### src/hdl/atcl_pkg.sv
`default_nettype none

package atcl_pkg;

	localparam int KIND_W   = 2;
	localparam int BYTE_W   = 8;
	localparam int INDEX_W  = 9;
	localparam int STATUS_W = 3;
	localparam int LENGTH_W = 9;

	localparam logic [KIND_W-1:0] KIND_BYTE    = 2'd0;
	localparam logic [KIND_W-1:0] KIND_READ    = 2'd1;
	localparam logic [KIND_W-1:0] KIND_RELEASE = 2'd2;
	localparam logic [KIND_W-1:0] KIND_READ_ALT = 2'd3;

	localparam logic [STATUS_W-1:0] ST_STORED   = 3'd0;
	localparam logic [STATUS_W-1:0] ST_ERASED   = 3'd1;
	localparam logic [STATUS_W-1:0] ST_OVERFLOW = 3'd2;
	localparam logic [STATUS_W-1:0] ST_READY    = 3'd3;
	localparam logic [STATUS_W-1:0] ST_BLANK    = 3'd4;
	localparam logic [STATUS_W-1:0] ST_BUSY     = 3'd5;
	localparam logic [STATUS_W-1:0] ST_READ     = 3'd6;
	localparam logic [STATUS_W-1:0] ST_RELEASED = 3'd7;

	localparam logic [BYTE_W-1:0] CH_NUL       = 8'h00;
	localparam logic [BYTE_W-1:0] CH_BACKSPACE = 8'h08;
	localparam logic [BYTE_W-1:0] CH_CR        = 8'h0D;
	localparam logic [BYTE_W-1:0] CH_PRINT_LO  = 8'h21;
	localparam logic [BYTE_W-1:0] CH_QUOTE     = 8'h22;
	localparam logic [BYTE_W-1:0] CH_PRINT_HI  = 8'h7E;
	localparam logic [BYTE_W-1:0] CH_DEL       = 8'h7F;

	typedef struct packed {
		logic [KIND_W-1:0]  kind;
		logic [BYTE_W-1:0]  rx_byte;
		logic [INDEX_W-1:0] read_index;
	} item_t;

	typedef struct packed {
		logic [STATUS_W-1:0] status;
		logic [LENGTH_W-1:0] command_length;
		logic [BYTE_W-1:0]   read_data;
		logic                in_quotes;
	} result_t;

endpackage

`default_nettype wire

### src/hdl/atcl_stream_if.sv
`default_nettype none

interface atcl_stream_if #(
	parameter type T = logic
) ();
	logic valid;
	logic ready;
	T     data;

	modport source (output valid, output data, input ready);
	modport sink   (input valid, input data, output ready);
endinterface

`default_nettype wire

### src/hdl/atcl_ram.sv
`default_nettype none

module atcl_ram #(
	parameter int WIDTH = 8,
	parameter int DEPTH = 512
) (
	input  wire logic                     clk,
	input  wire logic                     we,
	input  wire logic [$clog2(DEPTH)-1:0] waddr,
	input  wire logic [WIDTH-1:0]         wdata,
	input  wire logic                     re,
	input  wire logic [$clog2(DEPTH)-1:0] raddr,
	output      logic [WIDTH-1:0]         rdata
);

	logic [WIDTH-1:0] mem [DEPTH];

	always_ff @(posedge clk) begin
		if (we) begin
			mem[waddr] <= wdata;
		end
		if (re) begin
			rdata <= mem[raddr];
		end
	end

endmodule

`default_nettype wire

### src/hdl/at_command_line_assembler.sv
// Command line assembler for a serial command port.
// Channel request (sink, atcl_pkg::item_t): kind 0 feeds one received byte,
// kind 1 (and 3) reads a byte of the held command, kind 2 releases it.
// Channel response (source, atcl_pkg::result_t): exactly one beat for every
// request beat, in order, with status, length, read data and quote flag.
// An accepted request's response is registered and shows in the next cycle.
// Throughput is one request per cycle unless the receiver stalls; the line
// store is one RAM with a single write port and a registered read port,
// and the first printable-or-empty byte is tracked per byte, so a line end
// needs no scan. A held command blocks further bytes (busy status) until a
// release. When the receiver stalls, the response register holds its beat
// and request.ready follows response.ready, so a new beat still enters in the
// cycle the old one leaves. Reset clears fill, quote, busy, held length and
// the decisive-byte tracking at once; the line store is not cleared and no
// pass over it is needed. LINE_DEPTH sets the store size; the longest line
// is LINE_DEPTH-1 bytes.
`default_nettype none

module at_command_line_assembler #(
	parameter int LINE_DEPTH = 512
) (
	input wire logic    clk,
	input wire logic    arst_n,
	atcl_stream_if.sink   request,
	atcl_stream_if.source response
);

	import atcl_pkg::*;

	localparam int AW = $clog2(LINE_DEPTH);
	localparam int CW = (AW > INDEX_W) ? AW : INDEX_W;
	localparam logic [AW-1:0] FILL_MAX = AW'(LINE_DEPTH - 1);

	item_t item;

	logic          accept;
	logic [AW-1:0] fill_q, fill_d;
	logic          quote_q, quote_d;
	logic          busy_q, busy_d;
	logic [AW-1:0] held_q, held_d;
	logic          dseen_q, dseen_d;
	logic          dprint_q, dprint_d;
	logic [AW-1:0] dpos_q, dpos_d;

	logic [STATUS_W-1:0] status_d, status_s1;
	logic [AW-1:0]       length_d, length_s1;
	logic                rd_hit_d, rd_hit_s1;
	logic                quote_s1;
	logic                valid_s1;

	logic          ram_we;
	logic [BYTE_W-1:0] ram_rdata;
	logic [AW-1:0] fill_dec;
	logic          decisive;

	assign item   = request.data;
	assign request.ready = !valid_s1 || response.ready;
	assign accept = request.valid && request.ready;

	assign fill_dec = (fill_q != '0) ? fill_q - AW'(1) : fill_q;
	assign decisive = (item.rx_byte == CH_NUL) ||
		(item.rx_byte >= CH_PRINT_LO && item.rx_byte <= CH_PRINT_HI);

	always_comb begin
		fill_d   = fill_q;
		quote_d  = quote_q;
		busy_d   = busy_q;
		held_d   = held_q;
		dseen_d  = dseen_q;
		dprint_d = dprint_q;
		dpos_d   = dpos_q;
		status_d = ST_READ;
		length_d = held_q;
		rd_hit_d = 1'b0;
		ram_we   = 1'b0;
		unique case (item.kind) inside
			KIND_BYTE: begin
				if (busy_q) begin
					status_d = ST_BUSY;
				end else if (item.rx_byte == CH_BACKSPACE || item.rx_byte == CH_DEL) begin
					status_d = ST_ERASED;
					fill_d   = fill_dec;
					if (dseen_q && fill_dec <= dpos_q) begin
						dseen_d = 1'b0;
					end
				end else if (!quote_q && item.rx_byte == CH_CR) begin
					fill_d   = '0;
					quote_d  = 1'b0;
					dseen_d  = 1'b0;
					dprint_d = 1'b0;
					dpos_d   = '0;
					if (dseen_q && dprint_q) begin
						busy_d   = 1'b1;
						held_d   = fill_q;
						status_d = ST_READY;
					end else begin
						status_d = ST_BLANK;
					end
				end else if (fill_q >= FILL_MAX) begin
					status_d = ST_OVERFLOW;
				end else begin
					status_d = ST_STORED;
					ram_we   = 1'b1;
					fill_d   = fill_q + AW'(1);
					if (!dseen_q && decisive) begin
						dseen_d  = 1'b1;
						dprint_d = (item.rx_byte != CH_NUL);
						dpos_d   = fill_q;
					end
					if (item.rx_byte == CH_QUOTE) begin
						quote_d = !quote_q;
					end
				end
				length_d = fill_d;
			end
			KIND_RELEASE: begin
				busy_d   = 1'b0;
				held_d   = '0;
				status_d = ST_RELEASED;
				length_d = '0;
			end
			KIND_READ, KIND_READ_ALT: begin
				status_d = ST_READ;
				length_d = held_q;
				rd_hit_d = CW'(item.read_index) < CW'(held_q);
			end
			default: begin
				status_d = ST_READ;
			end
		endcase
	end

	atcl_ram #(
		.WIDTH(BYTE_W),
		.DEPTH(LINE_DEPTH)
	) u_line_store (
		.clk  (clk),
		.we   (accept && ram_we),
		.waddr(fill_q),
		.wdata(item.rx_byte),
		.re   (accept),
		.raddr(AW'(item.read_index)),
		.rdata(ram_rdata)
	);

	always_ff @(posedge clk or negedge arst_n) begin
		if (!arst_n) begin
			fill_q   <= '0;
			quote_q  <= 1'b0;
			busy_q   <= 1'b0;
			held_q   <= '0;
			dseen_q  <= 1'b0;
			dprint_q <= 1'b0;
			dpos_q   <= '0;
			valid_s1 <= 1'b0;
		end else begin
			if (accept) begin
				fill_q   <= fill_d;
				quote_q  <= quote_d;
				busy_q   <= busy_d;
				held_q   <= held_d;
				dseen_q  <= dseen_d;
				dprint_q <= dprint_d;
				dpos_q   <= dpos_d;
				valid_s1 <= 1'b1;
			end else if (response.ready) begin
				valid_s1 <= 1'b0;
			end
		end
	end

	always_ff @(posedge clk) begin
		if (accept) begin
			status_s1 <= status_d;
			length_s1 <= length_d;
			rd_hit_s1 <= rd_hit_d;
			quote_s1  <= quote_d;
		end
	end

	assign response.valid = valid_s1;
	assign response.data  = '{
		status:         status_s1,
		command_length: LENGTH_W'(length_s1),
		read_data:      rd_hit_s1 ? ram_rdata : '0,
		in_quotes:      quote_s1
	};

	a_busy_holds_line: assert property (@(posedge clk) disable iff (!arst_n)
		busy_q |-> (held_q != '0))
		else $error("busy without a held command");

	a_idle_no_held: assert property (@(posedge clk) disable iff (!arst_n)
		!busy_q |-> (held_q == '0))
		else $error("held length left while idle");

	a_busy_empty_fill: assert property (@(posedge clk) disable iff (!arst_n)
		busy_q |-> (fill_q == '0 && !quote_q))
		else $error("line assembly advanced while busy");

	a_decisive_inside: assert property (@(posedge clk) disable iff (!arst_n)
		dseen_q |-> (dpos_q < fill_q))
		else $error("decisive byte beyond fill");

endmodule

`default_nettype wire

### src/flat_wrapper.sv
// flat-port wrapper written by rule: the top's interface ports become plain ports
module at_command_line_assembler_flat import atcl_pkg::*;
#(
	parameter int LINE_DEPTH = 512
)
  (clk, arst_n, request_valid, request_data, request_ready, response_valid, response_data, response_ready);
  atcl_stream_if #(.T(item_t)) request_i ();
  atcl_stream_if #(.T(result_t)) response_i ();
  input wire logic clk;
  input wire logic arst_n;
  input wire logic [$bits(request_i.valid)-1:0] request_valid;
  input wire logic [$bits(request_i.data)-1:0] request_data;
  output wire logic [$bits(request_i.ready)-1:0] request_ready;
  output wire logic [$bits(response_i.valid)-1:0] response_valid;
  output wire logic [$bits(response_i.data)-1:0] response_data;
  input wire logic [$bits(response_i.ready)-1:0] response_ready;
  assign request_i.valid = request_valid;
  assign request_i.data = request_data;
  assign request_ready = request_i.ready;
  assign response_valid = response_i.valid;
  assign response_data = response_i.data;
  assign response_i.ready = response_ready;
  at_command_line_assembler #(.LINE_DEPTH(LINE_DEPTH)) u_core (.clk(clk), .arst_n(arst_n), .request(request_i), .response(response_i));
endmodule
### config.mk
export PLATFORM = sky130hd
export DESIGN_NAME = at_command_line_assembler_flat
export DESIGN_NICKNAME = d
export VERILOG_FILES = /design/src/hdl/atcl_pkg.sv /design/src/hdl/atcl_stream_if.sv /design/src/hdl/atcl_ram.sv /design/src/hdl/at_command_line_assembler.sv /design/src/flat_wrapper.sv
export SDC_FILE = /design/constraint.sdc
export NUM_CORES = 2
export LEC_CHECK = 0
export BUFFER_PORTS_ARGS = -buffer_cell sky130_fd_sc_hd__clkbuf_2
export CAP_MARGIN = 15
export CORE_MARGIN = 1.5
export CORE_UTILIZATION = 60
export DETAILED_ROUTE_END_ITERATION = 8
export MAX_ROUTING_LAYER = met4
export PLACE_DENSITY = 0.78
export SLEW_MARGIN = 25
export SYNTH_ARGS = -nofsm -noshare
export SYNTH_HDL_FRONTEND = slang
export SYNTH_HIERARCHICAL = 1
export SYNTH_SLANG_ARGS = --single-unit
export TNS_END_PERCENT = 30
### constraint.sdc
create_clock -name clk -period 3.9 [get_ports clk]
set_input_delay 0.195 -clock clk [delete_from_list [all_inputs] [get_ports clk]]
set_output_delay 0.195 -clock clk [all_outputs]
set_load 0.03 [all_outputs]
* Word-level counts from Yosys, hierarchy flattened *
Memory sizes are Yosys's and may differ from the RTL's. A register that Yosys moved wholly into a read port is not among the register bits.
Index checks and enable logic that the tools add are counted.
Widths: inputs -> output; s select.

storage, ports and cells
  flip-flop bits (word level) = 46
  bits of input ports = 23
  memories kept = 1
  output and inout bits = 23
  memory bits (writable) = 4096
  logic and storage cells = 112

memory list
  name                     words  width  rd ports  clocked after memory_dff  wr ports  RTL line        RTL
  u_core.u_line_store.mem  512    8      1         1                         1         atcl_ram.sv:16  logic [WIDTH-1:0] mem [DEPTH];

operators by class
  bitwise logic cells = 2
  order comparisons = 5
  mux-type cells = 49
  reductions and logical operators = 27
  equality and inequality tests = 14
  add/subtract/negate cells = 2

operators by type and width
  kind                 count
  $mux 9               12
  $pmux 9 s2           2
  $mux 1               27
  $reduce_and 6->1     3
  $eq 8x4->1 const B   2
  $mux 3               4
  $ne 2x2->1 const B   5
  $add 9x1->9 const B  1
  $ge 9x9->1 const B   1
  $le 9x9->1           1
  $lt 9x9->1           1
  $reduce_bool 9->1    1
  $sub 9x1->9 const B  1
  $eq 8x6->1 const B   1
  $eq 8x7->1 const B   1
  $ge 8x6->1 const B   1
  $le 8x7->1 const B   1
  $logic_not 8->1      1
  $mux 8               1
  $reduce_bool 8->1    1
  $logic_and 1x1->1    7
  $pmux 3 s2           1
  $reduce_bool 2->1    3
  $eq 2x2->1 const B   2
  12 further kinds     18

* Depth between registers and ports, before layout *
  depth after elaboration = 9
  mapped depth = 15
  depth with buffers taken out = 13

* By module *
The synthesis kept the hierarchy.

by module, submodules not included
  module                     times used  sequential area each (um2)  cells an instance  area each (um2)
  atcl_ram                   1           123238.2                    8030               160007.2
  at_command_line_assembler  1           1221.2                      343                3214.3

* Worst setup path after synthesis *
Ideal clock, no wire load.

  path kind = register -> register
  start point = reg u_core.fill_q[0]
  end point = reg u_core.dseen_q
  required time = 3.782 ns
  clock period less this slack = 3.309 ns
  slack = 0.591 ns
  stages on the path, launching flop included = 16
  arrival time = 3.191 ns
  library setup time = 0.118 ns
  buffers on the path = 2
  cells stage by stage = dfrtp_1 > buf_4 > inv_1 > ha_1 > or3b_2 > clkbuf_1 > nor3_1 > mux2i_1 > inv_1 > ha_1 > and2_0 > a221oi_1 > o21ai_0 > o221ai_1 > nand3_1 > a21o_1

on the way
  longest elaborated chain between the ends = 6
  elaborated cells between the ends (all ways) = 9
  those cells by class = add/sub: 1; order compare: 2; eq/ne: 2; mux: 1; reduce/logical: 3

ends and longest elaborated chain
  what                                                     RTL line                          RTL
  start, declared                                          at_command_line_assembler.sv:37   logic [AW-1:0] fill_q, fill_d;
  start signal, assigned                                   at_command_line_assembler.sv:158  fill_q <= fill_d;
  $sub 9x1->9 / $reduce_bool 9->1 (equally long branches)  at_command_line_assembler.sv:60   assign fill_dec = (fill_q != '0) ? fill_q - AW'(1) : fill_q;
  $mux 9                                                   at_command_line_assembler.sv:60
  $le 9x9->1                                               at_command_line_assembler.sv:83   if (dseen_q && fill_dec <= dpos_q) begin
  $logic_and 1x1->1                                        at_command_line_assembler.sv:83
  $ne 2x2->1 (no line)                                     n/a
  $reduce_and 6->1 (no line) (*)                           n/a
  end signal, assigned                                     at_command_line_assembler.sv:162  dseen_q <= dseen_d;
  end, declared                                            at_command_line_assembler.sv:41   logic dseen_q, dseen_d;

Every way passes the cells marked *; elsewhere a longest branch is shown, timed or not.
A chain may end at the register's enable or synchronous reset.

* Worst setup path after layout *
  start point = reg u_core.fill_q[0]
  end point = mem u_core.u_line_store.mem[258][2], enable pin

on the way
  longest elaborated chain between the ends = 9

ends and longest elaborated chain
  what                          RTL line                          RTL
  $ge 9x9->1                    at_command_line_assembler.sv:99   end else if (fill_q >= FILL_MAX) begin
  $mux 1                        at_command_line_assembler.sv:99
  $mux 1                        at_command_line_assembler.sv:86   end else if (!quote_q && item.rx_byte == CH_CR) begin
  $mux 1                        at_command_line_assembler.sv:80   end else if (item.rx_byte == CH_BACKSPACE || item.rx_byte == CH_DEL) begin
  $mux 1                        at_command_line_assembler.sv:78   if (busy_q) begin
  $mux 1                        at_command_line_assembler.sv:76   unique case (item.kind) inside
  $logic_and 1x1->1             at_command_line_assembler.sv:138  .we (accept && ram_we),
  $mux 1                        atcl_ram.sv:19                    if (we) begin
  $mux 1 (implied by the code)  atcl_ram.sv:20                    mem[waddr] <= wdata;
  end, declared                 atcl_ram.sv:16

Several ways; a longest one is shown, not always the timed one.

==> flow_metrics.env <==
export IMPL_rows=191
export IMPL_powerDensity_nw_per_um2=498.0
export IMPL_met3_usage_pct=6.773
export IMPL_setup_slack_ps=200.5
export IMPL_whs_ps=146.1
export IMPL_cts_buffer_depth=4
export IMPL_path_clk_slew_ps=60
export IMPL_cts_made_buffers=389
export IMPL_synth_cell_types=81
export IMPL_max_freq_mhz=270.3
export IMPL_synth_ff_type="edfxtp_1"
export IMPL_grt_setup_unrepaired="false"
export IMPL_die_h_um=524.6
export IMPL_grt_use_met2_pct=48.59
export IMPL_postSynth_asyncResetShare_pct=0.7711
export IMPL_worst_pin_slew_ps=1195
export IMPL_ys_seq_area_share_pct=76.25
export IMPL_dp_cells=12360
export IMPL_first_global_vias=89262
export IMPL_cp_end_kind="register"
export IMPL_layout_common_cells="edfxtp_1 (4,118), buf_4 (822), mux2i_1 (802)"
export IMPL_hp_class="in2reg"
export IMPL_via_per_inst=6.879
export IMPL_crit_type="reg2reg"
export IMPL_drtAntennaViolNets=0
export IMPL_place_area_um2=172900
export IMPL_wire_per_inst_um=32.99
export IMPL_area_growth_pct=13.83
export IMPL_final_cells=13092
export IMPL_crit_fanout=18
export IMPL_firstDrtPassIters=8
export IMPL_netlist_area_um2=163200
export IMPL_drive_gt1_share_pct=23.26
export IMPL_outcome="finished clean"
export IMPL_pin_count=46
export IMPL_clk_latency_ps=930
export IMPL_routabilityCongestion=0.9557
export IMPL_finalSetupViolations=0
export IMPL_seqCellArea_um2=124500
export IMPL_grt_overflow_total=0
export IMPL_cts_tree="built"
export IMPL_start_kind="register"
export IMPL_fin_worst_skew_ps=56.61
export IMPL_grt_usage_pct=32.10
export IMPL_route_detailed_drc=0
export IMPL_yosys_warnings=6
export IMPL_core_um2=270800
export IMPL_drv_slew=0
export IMPL_cap_violations=0
export IMPL_tns_ps=0
export IMPL_die_width_um=524.6
export IMPL_wl_um=431900
export IMPL_hold_viol=0
export IMPL_arrival_ps=4340
export IMPL_port_buffers=45
export IMPL_grt_first_pass_wirelength_um=621900
export IMPL_synth_seq_cells=4150
export IMPL_multi_input_area_um2=35740
export IMPL_grt_max_degree=203
export IMPL_antenna_found_initial=19
export IMPL_nNetsFinal=9242
export IMPL_vias=90066
export IMPL_finalCriticalPeriod_ps=3700
export IMPL_fillers=15835
export IMPL_max_slew_margin_pct=20.37
export IMPL_cts_sinks=4150
export IMPL_leakage_nw=60.98
export IMPL_drt_iter0_drc=14491
export IMPL_cts_max_level=5
export IMPL_grtUsageMet1_pct=42.62
export IMPL_synth_edf_count=4118
export IMPL_dp_hpwl_um=260600
export IMPL_worstPathRequired_ps=4540
export IMPL_start_util_pct=60.28
export IMPL_finalCritPeriodShare_pct=94.86
export IMPL_cts_root_buf="clkbuf_16"
export IMPL_syn_area_per_cell_um2=19.49
export IMPL_fp_dieArea_um2=275200
export IMPL_peakVddDrop_v=0.0004197
export IMPL_p_total_mw=92.53
export IMPL_top_usage_layer="met2"
export IMPL_final_util_pct=68.62
export IMPL_pre_cts_slack_ps=-165.2
export IMPL_synth_fp_nets=8416
export IMPL_syn_inst=8373
export IMPL_fin_area_um2=185800
export IMPL_final_common_cell="edfxtp_1"
-- critical path, cell delays in order, from the launching register on --
cell     delay, ps
dfrtp_1        450
ha_1           260
nand2_1         60
nor3_1          50
ha_1           240
a41o_1         240
nor3_1         340
nor3b_1        240
buf_4          230
nand2_8        330
buf_12         310
nor2_1         390
buf_4          260
-- synthesized netlist by cell type (32+ instances only) --
cell type,count,area (um^2)
mux2i_1,802,8028
nand4_1,35,219.0
buf_2,58,290.3
o21ai_0,152,760.7
nor2_1,614,2305
a21oi_1,205,1026
nor3_1,119,595.6
a22oi_1,62,465.5
buf_1,41,153.9
clkbuf_1,270,1013
nand2_1,140,525.5
dfrtp_1,32,800.8
o221ai_1,374,3276
edfxtp_1,4118,123700
nor4_1,40,250.2
buf_4,78,585.6
buf_6,70,788.3
mux4_2,654,14730
o22ai_1,164,1026
nand3_1,49,245.2
-- sequential cells by signal (all words and copies together), names as in the netlist, 3 cells and up --
signal,cells
u_core/dpos_q,9
u_core/fill_q,9
u_core/held_q,9
u_core/length_s1,9
u_core/status_s1,3
u_core/u_line_store/mem,4096
u_core/u_line_store/rdata,8
-- report_power, final --
part	internal, mW	switching [mW]	total, mW	leakage, nW
sequential	49.1	0.106	49.2	37.4
clock	21.6	16.2	37.9	6.13
combinational	1.77	3.67	5.43	17.4
total	72.5	20.0	92.5	61.0
-- what timing repair did --
item,CTS,global route
setup buffers,0,0
hold endpoints to repair,430,0
hold buffers,18,0
resized for setup,1,2
endpoints found under the setup margin,1,53
-- final timing paths --
kind | start | to | slack [ps] | cells past startpoint
hold / removal | request_data[8] | u_core/rd_hit_s1$_SDFFCE_PN0P_ | 150 | 4
max in group asynchronous | arst_n | u_core/dpos_q[5]$_DFFE_PN0P_ | 3390 | 4
setup reg to reg | u_core/fill_q[0]$_DFFE_PN0P_ | u_core/u_line_store/mem[258][2]$_DFFE_PP_ | 200 | 12
setup / recovery | u_core/fill_q[0]$_DFFE_PN0P_ | u_core/u_line_store/mem[258][2]$_DFFE_PP_ | 200 | 12
min in group asynchronous | arst_n | u_core/dprint_q$_DFFE_PN0P_ | 320 | 4
hold reg to reg | u_core/dpos_q[3]$_DFFE_PN0P_ | u_core/dpos_q[3]$_DFFE_PN0P_ | 500 | 1
-- final cells by class --
cell class                      count  share of cell area [%]
Sequential cell                  4150                   66.99
Multi-Input combinational cell   3659                   19.24
Clock buffer                      477                   5.526
Timing Repair Buffer              970                   4.511
Tap cell                         3570                   2.404
Clock inverter                    226                   1.255
Inverter                           29                 0.06263
Antenna cell                       11                 0.01482
-- cell families after synthesis --
group,after synthesis,synth area share [%]
AO/OA/AOI/OAI,1073,4.619
XOR/XNOR,6,0.03220
adder cells (fa/ha/maj),20,0.1533
buffers and inverters,564,1.981
flip-flops,4150,76.25
multiplexers,1460,13.97
AND/OR/NAND/NOR,1100,2.993
-- layer usage --
layer  up-vias  share of wire (%)
met1     45816                 35
met3      1120                 13
li1      36305                  -
met5         -                  0
met4         0                5.2
met2      6825                 47
No activity file was read; power rests on OpenSTA's default activity.
